$ cat src/hdl/ccttl_pkg.sv
`default_nettype none

package ccttl_pkg;

   // sizes
   localparam int DEFAULT_ENTRIES = 4;
   localparam int DATA_W          = 64;
   localparam int CRED_W          = 4 * DATA_W;
   localparam int AGE_W           = 8;
   localparam int CODE_W          = 8;
   localparam int CMD_W           = 2;
   localparam int STATUS_W        = 2;
   localparam int CSR_ADDR_W      = 3;
   localparam int CSR_DATA_W      = 32;

   localparam logic [AGE_W-1:0] AGE_MAX        = 8'd255;
   localparam logic [AGE_W-1:0] AGE_ZERO       = 8'd0;
   localparam logic [AGE_W-1:0] LIFETIME_RESET = 8'd6;
   localparam logic [CODE_W-1:0] CODE_ACCEPTED = 8'd0;

   // request commands
   localparam logic [CMD_W-1:0] CMD_AUTH    = 2'd0;
   localparam logic [CMD_W-1:0] CMD_RESULT  = 2'd1;
   localparam logic [CMD_W-1:0] CMD_TICK    = 2'd2;
   localparam logic [CMD_W-1:0] CMD_RESTART = 2'd3;

   // response status
   localparam logic [STATUS_W-1:0] ST_SUCCESS = 2'd0;
   localparam logic [STATUS_W-1:0] ST_DENIED  = 2'd1;
   localparam logic [STATUS_W-1:0] ST_PENDING = 2'd2;

   // register word index (paddr[2])
   localparam logic REG_LIFETIME = 1'b0;

   typedef enum logic [2:0] {
      S_IDLE,
      S_AUTH,
      S_AUTH_END,
      S_RESULT,
      S_SCAN,
      S_STORE,
      S_TICK,
      S_RESTART
   } state_type;

   typedef struct packed {
      logic load;         // latch request beat, restart walk
      logic walk;         // read next cache entry for compare
      logic scan;         // next step of the min-age search
      logic auth_finish;  // resolve auth and emit
      logic deny_result;  // server refused: clear pending, emit denied
      logic store;        // server accepted: fill victim, emit success
      logic tick;         // age every live entry
      logic restart;      // link restart: drop pending
   } dp_cmd_type;

   typedef struct packed {
      logic pending;
      logic code_ok;
      logic cnt_end;
      logic out_free;
   } dp_sts_type;

endpackage

`default_nettype wire

$ cat src/hdl/ccttl_req_if.sv
`default_nettype none

interface ccttl_req_if;
   logic                                valid;
   logic                                ready;
   logic [ccttl_pkg::CMD_W-1:0]         cmd;
   logic [ccttl_pkg::DATA_W-1:0]        user_hi;
   logic [ccttl_pkg::DATA_W-1:0]        user_lo;
   logic [ccttl_pkg::DATA_W-1:0]        pass_hi;
   logic [ccttl_pkg::DATA_W-1:0]        pass_lo;
   logic                                link_up;
   logic [ccttl_pkg::CODE_W-1:0]        result_code;

   modport source (output valid, cmd, user_hi, user_lo, pass_hi, pass_lo, link_up,
                   result_code, input ready);
   modport sink (input valid, cmd, user_hi, user_lo, pass_hi, pass_lo, link_up,
                 result_code, output ready);
endinterface

`default_nettype wire

$ cat src/hdl/ccttl_rsp_if.sv
`default_nettype none

interface ccttl_rsp_if;
   logic                                valid;
   logic                                ready;
   logic [ccttl_pkg::STATUS_W-1:0]      status;
   logic                                from_cache;

   modport source (output valid, status, from_cache, input ready);
   modport sink (input valid, status, from_cache, output ready);
endinterface

`default_nettype wire

$ cat src/hdl/ccttl_dp.sv
`default_nettype none

module ccttl_dp #(
   parameter int ENTRIES = ccttl_pkg::DEFAULT_ENTRIES
) (
   input  logic                               clock,
   input  logic                               reset,
   input  ccttl_pkg::dp_cmd_type              cmd,
   output ccttl_pkg::dp_sts_type              sts,
   input  logic [ccttl_pkg::CRED_W-1:0]       req_cred,
   input  logic                               req_link_up,
   input  logic [ccttl_pkg::CODE_W-1:0]       req_result_code,
   input  logic [ccttl_pkg::AGE_W-1:0]        lifetime,
   input  logic                               rsp_ready,
   output logic                               rsp_valid,
   output logic [ccttl_pkg::STATUS_W-1:0]     rsp_status,
   output logic                               rsp_from_cache
);
   import ccttl_pkg::*;

   localparam int IdxW = (ENTRIES > 1) ? $clog2(ENTRIES) : 1;
   localparam int CntW = $clog2(ENTRIES + 1);
   localparam logic [CntW-1:0] CntEnd = CntW'(ENTRIES);

   // request beat
   logic [CRED_W-1:0]   req_cred_ff, req_cred_in;
   logic                link_ff, link_in;
   logic                code_ok_ff, code_ok_in;

   // outstanding server request
   logic                pending_ff, pending_in;
   logic [CRED_W-1:0]   held_ff, held_in;

   // cache store, lifetimes in flops
   logic [CRED_W-1:0]   cred_mem [ENTRIES];
   logic [CRED_W-1:0]   rd_data_ff;
   logic                rd_live_ff, rd_live_in;
   logic                cmp_valid_ff, cmp_valid_in;
   logic [AGE_W-1:0]    age_ff [ENTRIES];
   logic [AGE_W-1:0]    age_in [ENTRIES];

   // walk / search
   logic [CntW-1:0]     cnt_ff, cnt_in;
   logic                hit_ff, hit_in;
   logic [AGE_W-1:0]    least_ff, least_in;
   logic [IdxW-1:0]     victim_ff, victim_in;

   // output register
   logic                rsp_valid_ff, rsp_valid_in;
   logic [STATUS_W-1:0] status_ff, status_in;
   logic                from_cache_ff, from_cache_in;

   logic [IdxW-1:0]     idx;
   logic                in_range;
   logic                hit_now;
   logic                hit_any;

   assign idx      = cnt_ff[IdxW-1:0];
   assign in_range = (cnt_ff != CntEnd);
   assign hit_now  = cmp_valid_ff & rd_live_ff & (rd_data_ff == req_cred_ff);
   assign hit_any  = hit_ff | hit_now;

   always_comb begin
      req_cred_in   = req_cred_ff;
      link_in       = link_ff;
      code_ok_in    = code_ok_ff;
      pending_in    = pending_ff;
      held_in       = held_ff;
      rd_live_in    = rd_live_ff;
      cmp_valid_in  = 1'b0;
      age_in        = age_ff;
      cnt_in        = cnt_ff;
      hit_in        = hit_any;
      least_in      = least_ff;
      victim_in     = victim_ff;
      rsp_valid_in  = rsp_valid_ff & ~rsp_ready;
      status_in     = status_ff;
      from_cache_in = from_cache_ff;

      if (cmd.load) begin
         req_cred_in = req_cred;
         link_in     = req_link_up;
         code_ok_in  = (req_result_code == CODE_ACCEPTED);
         cnt_in      = '0;
         hit_in      = 1'b0;
         least_in    = AGE_MAX;
         victim_in   = '0;
      end

      if (cmd.walk && in_range) begin
         cmp_valid_in = 1'b1;
         rd_live_in   = (age_ff[idx] != AGE_ZERO);
         cnt_in       = cnt_ff + 1'b1;
      end

      // strict less-than keeps the lowest index on ties
      if (cmd.scan && in_range) begin
         if (age_ff[idx] < least_ff) begin
            least_in  = age_ff[idx];
            victim_in = idx;
         end
         cnt_in = cnt_ff + 1'b1;
      end

      if (cmd.auth_finish) begin
         rsp_valid_in  = 1'b1;
         from_cache_in = 1'b0;
         if (hit_any) begin
            status_in     = ST_SUCCESS;
            from_cache_in = 1'b1;
         end else if (!link_ff || pending_ff) begin
            status_in = ST_DENIED;
         end else begin
            pending_in = 1'b1;
            held_in    = req_cred_ff;
            status_in  = ST_PENDING;
         end
      end

      if (cmd.deny_result) begin
         pending_in    = 1'b0;
         rsp_valid_in  = 1'b1;
         status_in     = ST_DENIED;
         from_cache_in = 1'b0;
      end

      if (cmd.store) begin
         pending_in        = 1'b0;
         age_in[victim_ff] = lifetime;
         rsp_valid_in      = 1'b1;
         status_in         = ST_SUCCESS;
         from_cache_in     = 1'b0;
      end

      if (cmd.tick) begin
         for (int i = 0; i < ENTRIES; i++) begin
            if (age_ff[i] != AGE_ZERO) begin
               age_in[i] = age_ff[i] - 1'b1;
            end
         end
      end

      if (cmd.restart) begin
         pending_in = 1'b0;
      end
   end

   always_ff @(posedge clock) begin
      if (reset) begin
         pending_ff   <= 1'b0;
         cmp_valid_ff <= 1'b0;
         rsp_valid_ff <= 1'b0;
         hit_ff       <= 1'b0;
         cnt_ff       <= '0;
         for (int i = 0; i < ENTRIES; i++) begin
            age_ff[i] <= AGE_ZERO;
         end
      end else begin
         pending_ff   <= pending_in;
         cmp_valid_ff <= cmp_valid_in;
         rsp_valid_ff <= rsp_valid_in;
         hit_ff       <= hit_in;
         cnt_ff       <= cnt_in;
         age_ff       <= age_in;
      end
   end

   always_ff @(posedge clock) begin
      req_cred_ff   <= req_cred_in;
      link_ff       <= link_in;
      code_ok_ff    <= code_ok_in;
      held_ff       <= held_in;
      rd_live_ff    <= rd_live_in;
      least_ff      <= least_in;
      victim_ff     <= victim_in;
      status_ff     <= status_in;
      from_cache_ff <= from_cache_in;
   end

   always_ff @(posedge clock) begin
      if (cmd.store) begin
         cred_mem[victim_ff] <= held_ff;
      end
      if (cmd.walk && in_range) begin
         rd_data_ff <= cred_mem[idx];
      end
   end

   assign sts.pending  = pending_ff;
   assign sts.code_ok  = code_ok_ff;
   assign sts.cnt_end  = ~in_range;
   assign sts.out_free = ~rsp_valid_ff | rsp_ready;

   assign rsp_valid      = rsp_valid_ff;
   assign rsp_status     = status_ff;
   assign rsp_from_cache = from_cache_ff;

endmodule

`default_nettype wire

$ cat src/hdl/ccttl_ctrl.sv
`default_nettype none

module ccttl_ctrl (
   input  logic                          clock,
   input  logic                          reset,
   input  logic                          req_valid,
   input  logic [ccttl_pkg::CMD_W-1:0]   req_cmd,
   output logic                          req_ready,
   input  ccttl_pkg::dp_sts_type         sts,
   output ccttl_pkg::dp_cmd_type         cmd
);
   import ccttl_pkg::*;

   state_type state_ff, state_in;

   always_comb begin
      state_in = state_ff;
      unique case (state_ff)
         S_IDLE: begin
            if (req_valid) begin
               unique case (req_cmd)
                  CMD_AUTH:    state_in = S_AUTH;
                  CMD_RESULT:  state_in = S_RESULT;
                  CMD_TICK:    state_in = S_TICK;
                  CMD_RESTART: state_in = S_RESTART;
                  default:     state_in = S_IDLE;
               endcase
            end
         end
         S_AUTH: begin
            if (sts.cnt_end) state_in = S_AUTH_END;
         end
         S_AUTH_END: begin
            if (sts.out_free) state_in = S_IDLE;
         end
         S_RESULT: begin
            if (!sts.pending) begin
               state_in = S_IDLE;
            end else if (sts.code_ok) begin
               state_in = S_SCAN;
            end else if (sts.out_free) begin
               state_in = S_IDLE;
            end
         end
         S_SCAN: begin
            if (sts.cnt_end) state_in = S_STORE;
         end
         S_STORE: begin
            if (sts.out_free) state_in = S_IDLE;
         end
         S_TICK:    state_in = S_IDLE;
         S_RESTART: state_in = S_IDLE;
         default:   state_in = S_IDLE;
      endcase
   end

   always_comb begin
      cmd       = '0;
      req_ready = 1'b0;
      unique case (state_ff)
         S_IDLE: begin
            req_ready = 1'b1;
            cmd.load  = req_valid;
         end
         S_AUTH:     cmd.walk        = 1'b1;
         S_AUTH_END: cmd.auth_finish = sts.out_free;
         S_RESULT:   cmd.deny_result = sts.pending & ~sts.code_ok & sts.out_free;
         S_SCAN:     cmd.scan        = 1'b1;
         S_STORE:    cmd.store       = sts.out_free;
         S_TICK:     cmd.tick        = 1'b1;
         S_RESTART:  cmd.restart     = 1'b1;
         default:    cmd             = '0;
      endcase
   end

   always_ff @(posedge clock) begin
      if (reset) begin
         state_ff <= S_IDLE;
      end else begin
         state_ff <= state_in;
      end
   end

endmodule

`default_nettype wire

$ cat src/hdl/credential_cache_with_ttl.sv
`default_nettype none

// channel   dir  width / fields                                        beat taken when
// req_ch    in   cmd 2, user_hi/lo 64, pass_hi/lo 64, link_up 1, code 8  valid & ready
// rsp_ch    out  status 2, from_cache 1                                valid & ready
// apb       in   paddr 3, pwdata 32, prdata 32; lifetime at paddr 0    psel & penable & pwrite
//
// One request beat at a time. Auth: AUTH walks the store (one compare per cycle
// through the registered store read), then AUTH_END emits the result; the next beat
// is taken back in IDLE. Server result: an accepted one runs the min-age search in SCAN
// (one entry per cycle), then the fill and the success result in STORE; a refused one
// emits denied from RESULT. Stray server result, tick and link restart: no result beat.
// Reset clears pending, all lifetimes, the FSM and the result valid flag.
// A stalled rsp_ch holds the next result in its final state and req_ch ready low.

module credential_cache_with_ttl #(
   parameter int ENTRIES = ccttl_pkg::DEFAULT_ENTRIES
) (
   input  logic                                clock,
   input  logic                                reset,
   ccttl_req_if.sink                           req_ch,
   ccttl_rsp_if.source                         rsp_ch,
   input  logic                                psel,
   input  logic                                penable,
   input  logic                                pwrite,
   input  logic [ccttl_pkg::CSR_ADDR_W-1:0]    paddr,
   input  logic [ccttl_pkg::CSR_DATA_W-1:0]    pwdata,
   output logic [ccttl_pkg::CSR_DATA_W-1:0]    prdata,
   output logic                                pready
);
   import ccttl_pkg::*;

   dp_cmd_type       cmd;
   dp_sts_type       sts;
   logic [AGE_W-1:0] lifetime_ff, lifetime_in;
   logic             reg_sel;
   logic [CRED_W-1:0] req_cred;

   // config register: word index is paddr[2], byte offset ignored
   assign pready  = 1'b1;
   assign reg_sel = (paddr[2] == REG_LIFETIME);

   always_comb begin
      lifetime_in = lifetime_ff;
      if (psel && penable && pwrite && reg_sel) begin
         lifetime_in = pwdata[AGE_W-1:0];
      end
   end

   always_ff @(posedge clock) begin
      if (reset) begin
         lifetime_ff <= LIFETIME_RESET;
      end else begin
         lifetime_ff <= lifetime_in;
      end
   end

   assign prdata = reg_sel ? {{(CSR_DATA_W-AGE_W){1'b0}}, lifetime_ff} : '0;

   // user first, password second, high half before low
   assign req_cred = {req_ch.user_hi, req_ch.user_lo, req_ch.pass_hi, req_ch.pass_lo};

   ccttl_ctrl u_ctrl (
      .clock     (clock),
      .reset     (reset),
      .req_valid (req_ch.valid),
      .req_cmd   (req_ch.cmd),
      .req_ready (req_ch.ready),
      .sts       (sts),
      .cmd       (cmd)
   );

   ccttl_dp #(
      .ENTRIES (ENTRIES)
   ) u_dp (
      .clock           (clock),
      .reset           (reset),
      .cmd             (cmd),
      .sts             (sts),
      .req_cred        (req_cred),
      .req_link_up     (req_ch.link_up),
      .req_result_code (req_ch.result_code),
      .lifetime        (lifetime_ff),
      .rsp_ready       (rsp_ch.ready),
      .rsp_valid       (rsp_ch.valid),
      .rsp_status      (rsp_ch.status),
      .rsp_from_cache  (rsp_ch.from_cache)
   );

endmodule

`default_nettype wire

$ cat src/flat_wrapper.sv
// flat-port wrapper written by rule: the top's interface ports become plain ports
module credential_cache_with_ttl_flat import ccttl_pkg::*;
#(
   parameter int ENTRIES = ccttl_pkg::DEFAULT_ENTRIES
)
  (clock, reset, psel, penable, pwrite, paddr, pwdata, prdata, pready, req_ch_valid, req_ch_cmd, req_ch_user_hi, req_ch_user_lo, req_ch_pass_hi, req_ch_pass_lo, req_ch_link_up, req_ch_result_code, req_ch_ready, rsp_ch_valid, rsp_ch_status, rsp_ch_from_cache, rsp_ch_ready);
  ccttl_req_if req_ch_i ();
  ccttl_rsp_if rsp_ch_i ();
  input  logic clock;
  input  logic reset;
  input  logic psel;
  input  logic penable;
  input  logic pwrite;
  input  logic [ccttl_pkg::CSR_ADDR_W-1:0] paddr;
  input  logic [ccttl_pkg::CSR_DATA_W-1:0] pwdata;
  output logic [ccttl_pkg::CSR_DATA_W-1:0] prdata;
  output logic pready;
  input wire logic [$bits(req_ch_i.valid)-1:0] req_ch_valid;
  input wire logic [$bits(req_ch_i.cmd)-1:0] req_ch_cmd;
  input wire logic [$bits(req_ch_i.user_hi)-1:0] req_ch_user_hi;
  input wire logic [$bits(req_ch_i.user_lo)-1:0] req_ch_user_lo;
  input wire logic [$bits(req_ch_i.pass_hi)-1:0] req_ch_pass_hi;
  input wire logic [$bits(req_ch_i.pass_lo)-1:0] req_ch_pass_lo;
  input wire logic [$bits(req_ch_i.link_up)-1:0] req_ch_link_up;
  input wire logic [$bits(req_ch_i.result_code)-1:0] req_ch_result_code;
  output wire logic [$bits(req_ch_i.ready)-1:0] req_ch_ready;
  output wire logic [$bits(rsp_ch_i.valid)-1:0] rsp_ch_valid;
  output wire logic [$bits(rsp_ch_i.status)-1:0] rsp_ch_status;
  output wire logic [$bits(rsp_ch_i.from_cache)-1:0] rsp_ch_from_cache;
  input wire logic [$bits(rsp_ch_i.ready)-1:0] rsp_ch_ready;
  assign req_ch_i.valid = req_ch_valid;
  assign req_ch_i.cmd = req_ch_cmd;
  assign req_ch_i.user_hi = req_ch_user_hi;
  assign req_ch_i.user_lo = req_ch_user_lo;
  assign req_ch_i.pass_hi = req_ch_pass_hi;
  assign req_ch_i.pass_lo = req_ch_pass_lo;
  assign req_ch_i.link_up = req_ch_link_up;
  assign req_ch_i.result_code = req_ch_result_code;
  assign req_ch_ready = req_ch_i.ready;
  assign rsp_ch_valid = rsp_ch_i.valid;
  assign rsp_ch_status = rsp_ch_i.status;
  assign rsp_ch_from_cache = rsp_ch_i.from_cache;
  assign rsp_ch_i.ready = rsp_ch_ready;
  credential_cache_with_ttl #(.ENTRIES(ENTRIES)) u_core (.clock(clock), .reset(reset), .req_ch(req_ch_i), .rsp_ch(rsp_ch_i), .psel(psel), .penable(penable), .pwrite(pwrite), .paddr(paddr), .pwdata(pwdata), .prdata(prdata), .pready(pready));
endmodule
$ cat config.mk
export PLATFORM = sky130hd
export DESIGN_NAME = credential_cache_with_ttl_flat
export DESIGN_NICKNAME = d
export VERILOG_FILES = /design/src/hdl/ccttl_pkg.sv /design/src/hdl/ccttl_req_if.sv /design/src/hdl/ccttl_rsp_if.sv /design/src/hdl/ccttl_dp.sv /design/src/hdl/ccttl_ctrl.sv /design/src/hdl/credential_cache_with_ttl.sv /design/src/flat_wrapper.sv
export SDC_FILE = /design/constraint.sdc
export NUM_CORES = 2
export LEC_CHECK = 0
export BUFFER_PORTS_ARGS = -buffer_cell sky130_fd_sc_hd__clkbuf_2
export CAP_MARGIN = 20
export CORE_UTILIZATION = 62
export CTS_CLUSTER_DIAMETER = 40
export DETAILED_ROUTE_END_ITERATION = 10
export PLACE_DENSITY = 0.81
export SLEW_MARGIN = 20
export SYNTH_ARGS = -nofsm -noshare
export SYNTH_HDL_FRONTEND = slang
export SYNTH_SLANG_ARGS = --single-unit
$ cat constraint.sdc
create_clock -name clock -period 26.9 [get_ports clock]
set_clock_uncertainty 0.1 [all_clocks]
set_input_delay 2.69 -clock clock [delete_from_list [all_inputs] [get_ports clock]]
set_output_delay 2.69 -clock clock [all_outputs]
set_load 0.05 [all_outputs]
# Word level (Yosys, flattened, before mapping)
# Memory sizes are Yosys's and may differ from the RTL's. A register that Yosys moved wholly into a read port is not among the register bits.
# Index checks and enable logic that the tools add are counted.
# Widths: inputs -> output; s select.
# classes
eq_ne	15
add_sub_neg	5
n_reduce_logical	25
muxes	50
magnitude_cmp	4
bitwise	15
# ops
operator	count
$eq 256x256->1	1
$mux 8	11
$mux 32	2
$reduce_bool 8->1	5
$bwmux 32	1
$sub 8x1->8 const B	4
$mux 3	9
$mux 1	18
$pmux 3 s6	1
$bmux 8 s2	1
$demux 8 s2	1
$eq 3x3->1 const B	4
$pmux 3 s4	1
$mux 2	5
$logic_not 8->1	1
$lt 8x8->1	1
$reduce_or 2->1	4
$eq 3x2->1 const B	2
$ge 3x3->1 const B	2
$logic_and 1x1->1	6
$ne 2x2->1 const B	3
$not 1->1	6
$not 2->3	2
$reduce_and 3->1	2
15 further kinds	21
# word_totals
ram_bits	1024
ff_bits	578
elab_cells	136
output_inout_bits	38
memories	1
# mem_list
memory	words	word_bits	rd	rd_ports_with_merged_regs	write_ports	line_no	source
u_core.u_dp.cred_mem	4	256	1	1	1	ccttl_dp.sv:35	logic [CRED_W-1:0] cred_mem [ENTRIES];

# Depth between registers and ports, before layout
# depth
depth_word	9
depth_mapped	11

# By module
# Synthesis repeated with hierarchy kept, for this count alone.
# unflattened
cells_unflattened	3063
hier_area_um2	67175.7
# by_module_without_submodules
mod	cells_each	area_each_um2	instances
ccttl_dp	2948	66213.5	1
credential_cache_with_ttl	70	620.6	1
ccttl_ctrl	45	341.6	1

# Worst setup path before layout
# OpenSTA, ideal clock, no wires.
# synth_path
path_kind	input -> register
start	in rsp_ch_ready
end	reg u_core.u_dp.held_ff[0] (enable)
path_slack_ns	12.103
n_path_buf	0
cell_stages	3
t_arrival_ns	13.819
path_cell_list	nor2b_1 or3_1 nor2_1
# synth_between
elab_chain_len	3
# synth_rtl
item	line_no	source
start, declared	flat_wrapper.sv:30	input wire logic [$bits(rsp_ch_i.ready)-1:0] rsp_ch_ready;
$or 1x1->1	ccttl_dp.sv:192	assign sts.out_free = ~rsp_valid_ff | rsp_ready;
$mux 1	ccttl_ctrl.sv:60	unique case (state_ff)
$reduce_and 3->1 (no line)	n/a	
end signal, assigned	ccttl_dp.sv:172	held_ff <= held_in;
end, declared	ccttl_dp.sv:32	logic [CRED_W-1:0] held_ff, held_in;
# Every way passes these cells.
# A chain may end at the register's enable or synchronous reset.

# Worst setup path in the final report
# layout_path
start	in rsp_ch_ready
end	mem u_core.u_dp.cred_mem[2][182] in the netlist's numbering (enable)
# layout_between
elab_chain_len	4
# layout_rtl
item	line_no	source
$or 1x1->1	ccttl_dp.sv:192	
$mux 1	ccttl_ctrl.sv:60	
$mux 1	ccttl_dp.sv:181	if (cmd.store) begin
$mux 1 (implied by the code)	ccttl_dp.sv:182	cred_mem[victim_ff] <= held_ff;
end, declared	ccttl_dp.sv:35	
# Every way passes these cells.

==> flow_summary.json <==
{
  "cts_tree": "built",
  "worstPathArrival_ns": 6.72,
  "dominantRegCellSynth": "edfxtp_1",
  "layout_common_cells": "edfxtp_1 (1795), clkbuf_2 (295), mux4_2 (264)",
  "rows": 120,
  "cts_setup_buffers": 0,
  "r2r-start": "u_core.u_dp.req_cred_ff[241]$_DFFE_PP_",
  "clkLatencyLatePin_ns": 0.78,
  "relSlewSlack": 0.261,
  "rsz0062_at_grt": "no",
  "critPathLaunchType": "primary input",
  "leakage_nw": 24.7,
  "regToRegSetupSlack_ns": 21.58,
  "grt_use_total": 0.279,
  "layoutNonFillerInstCount": 5136,
  "drc": 0,
  "synth_cell_types": 71,
  "layout_commonest_cell": "edfxtp_1",
  "critical_path.max_fanout": 58,
  "grt_antenna_before_repair": 3,
  "worst_ep_required_time_ns": 27.19,
  "die_area_um2": 110000,
  "synth_area_per_cell_um2": 21.5,
  "grt_pass1_vias": 33107,
  "ctsHoldBuffers": 0,
  "powerDensity_nw_per_um2": 99.3,
  "irDropWorstVdd_v": 0.0000727,
  "worst_pin_slew_ns": 1.11,
  "endpoint": "u_core.u_dp.cred_mem[2][182]$_DFFE_PP_",
  "grt-ovfl-total": 0,
  "die_y_um": 332,
  "drive_gt1_frac": 0.244,
  "period_needed_ns": 6.43,
  "async_flop_share": 0,
  "nNetsFinal": 3902,
  "finalHoldViolations": 0,
  "grt_pass1_wl_um": 220000,
  "clockBufferDepth": 3,
  "wl_um": 153000,
  "cp-end-kind": "register",
  "fmax_mhz": 156,
  "avgViaCountPerCell": 6.43,
  "crit_path_start": "rsp_ch_ready",
  "clkSinkCount": 1858,
  "reg2reg_depth": 9,
  "synth_edf_count": 1795,
  "first_pass_iters": 9,
  "numPortBuffers": 295,
  "clockRootBuffer": "clkbuf_16",
  "place_hpwl_um": 88200,
  "synth-seq-area-share": 0.817,
  "drv_slew": 0,
  "clk_pin_slew_ns": 0.06,
  "avgRoutedWirePerCell_um": 29.7,
  "status": "finished, final reports clean",
  "cts_max_level": 4,
  "area_growth_pct": 13.9,
  "syn_inst": 3137,
  "syn_area_um2": 67500,
  "setup_viol": 0,
  "cap_violations": 0,
  "place_inst": 4789,
  "ant_nets": 0,
  "place_congestion": 0.925,
  "vias": 33011,
  "yosys_warnings": 0,
  "cts_resized": 0,
  "grt_max_degree": 148,
  "worstHoldPathType": "reg -> reg",
  "place_ws_ns": 19.77,
  "r2r_end": "u_core.u_dp.held_ff[182]$_DFFE_PP_",
  "fin_crit_sh": 0.239,
  "drt_iter0_markers": 3910,
  "io_pins": 347,
  "finalSetupTns_ns": 0,
  "crit_type": "in -> reg",
  "initial_utilization": 0.628,
  "cts_buffers": 190,
  "core_um2": 108000,
  "die_x_um": 332,
  "ys_ff_latch": 1858,
  "finalWorstSetupSlack_ns": 20.47
}
-- synth_stat cells, types with 25 or more instances --
| cell | number | share of area |
|---|---|---|
| nand2_1 | 38 | 0.0021 |
| o21ai_0 | 28 | 0.0021 |
| clkbuf_1 | 34 | 0.0019 |
| dfxtp_1 | 63 | 0.019 |
| nor2_1 | 67 | 0.0037 |
| nor2b_1 | 139 | 0.013 |
| nand2b_1 | 46 | 0.0043 |
| mux4_2 | 264 | 0.088 |
| inv_1 | 73 | 0.0041 |
| buf_4 | 25 | 0.0028 |
| buf_1 | 43 | 0.0024 |
| nand4_1 | 42 | 0.0039 |
| xnor2_1 | 93 | 0.012 |
| a21oi_1 | 41 | 0.0030 |
| nor4_1 | 77 | 0.0071 |
| xor2_1 | 54 | 0.0070 |
| edfxtp_1 | 1795 | 0.80 |
-- cells by family after synthesis --
family / synth area share
buffers and inverters: 0.0114
multiplexers: 0.0901
adder cells (fa/ha/maj): 0.00259
AO/OA/AOI/OAI: 0.0175
XOR/XNOR: 0.0191
flip-flops: 0.817
other: 0.000111
AND/OR/NAND/NOR: 0.0422
-- where the power goes --
group	switching (mW)	internal, mW	total, mW
combinational	0.665	0.435	1.10
clock	1.11	1.49	2.60
sequential	0.264	3.67	3.94
total	2.04	5.60	7.64
-- area by class of cell --
class	count	area (um^2)
antenna	1	2.50
fill	5950	30600
clock inverter	119	1230
inverter	74	293
clock buffer	226	4960
tap	1403	1760
timing repair buffer	332	1820
sequential	1858	55200
multi-input combinational	1123	11700
-- per-stage QoR --
stage	instance area, um^2	total power, mW	hold slack, ns	util
5_1_grt	76900	7.86	0.375	0.716
4_1_cts	76900	7.67	0.364	0.716
2_1_floorplan	67600	4.73	0.326	-
3_5_place_dp	70700	5.06	0.352	0.658
3_3_place_gp	70700	5.02	0.334	0.658
6_report	76900	7.64	0.370	0.716
-- how the worst min path moves through the flow --
stage,start,endpoint,slack [ns],cells after the start
2_1_floorplan,u_core.u_dp.req_cred_ff[105]$_DFFE_PP_,u_core.u_dp.held_ff[105]$_DFFE_PP_,0.33,0
6_report,u_core.u_dp.rsp_status[1]$_SDFFE_PP0P_,u_core.u_dp.rsp_status[1]$_SDFFE_PP0P_,0.37,2
5_1_grt,u_core.u_dp.req_cred_ff[41]$_DFFE_PP_,u_core.u_dp.held_ff[41]$_DFFE_PP_,0.38,0
3_5_place_dp,u_core.u_dp.req_cred_ff[41]$_DFFE_PP_,u_core.u_dp.held_ff[41]$_DFFE_PP_,0.35,0
4_1_cts,u_core.u_dp.req_cred_ff[41]$_DFFE_PP_,u_core.u_dp.held_ff[41]$_DFFE_PP_,0.36,0
3_3_place_gp,u_core.u_dp.req_cred_ff[41]$_DFFE_PP_,u_core.u_dp.held_ff[41]$_DFFE_PP_,0.33,0
-- worst max-delay path, cell delays in order --
cell      delay [ns]
clkbuf_2        0.08
nand2b_1        0.19
nand2b_1        0.21
nor3b_2         0.24
buf_4           0.66
buf_4           0.83
buf_4           0.88
buf_4           0.65
-- sequential cells by signal, summed over array words and instances (netlist names), 2 cells and up --
register,count
u_core.u_dp.cred_mem,1024
u_core.u_dp.held_ff,256
u_core.u_dp.rd_data_ff,256
u_core.u_dp.req_cred_ff,256
u_core.u_dp.age_ff,32
u_core.lifetime_ff,8
u_core.u_dp.least_ff,8
u_core.u_ctrl.state_ff,3
u_core.u_dp.cnt_ff,3
u_core.u_dp.rsp_status,2
u_core.u_dp.victim_ff,2
-- per-layer routing --
layer / GRT usage / up-vias / part of all wire
met3: 0.0591 / 409 / 0.10
met1: 0.389 / 16837 / 0.38
met5: 0 / - / 0.000085
met2: 0.441 / 2159 / 0.48
met4: 0.107 / 2 / 0.041
li1: - / 13604 / -
(Power assumes the default switching activity.)
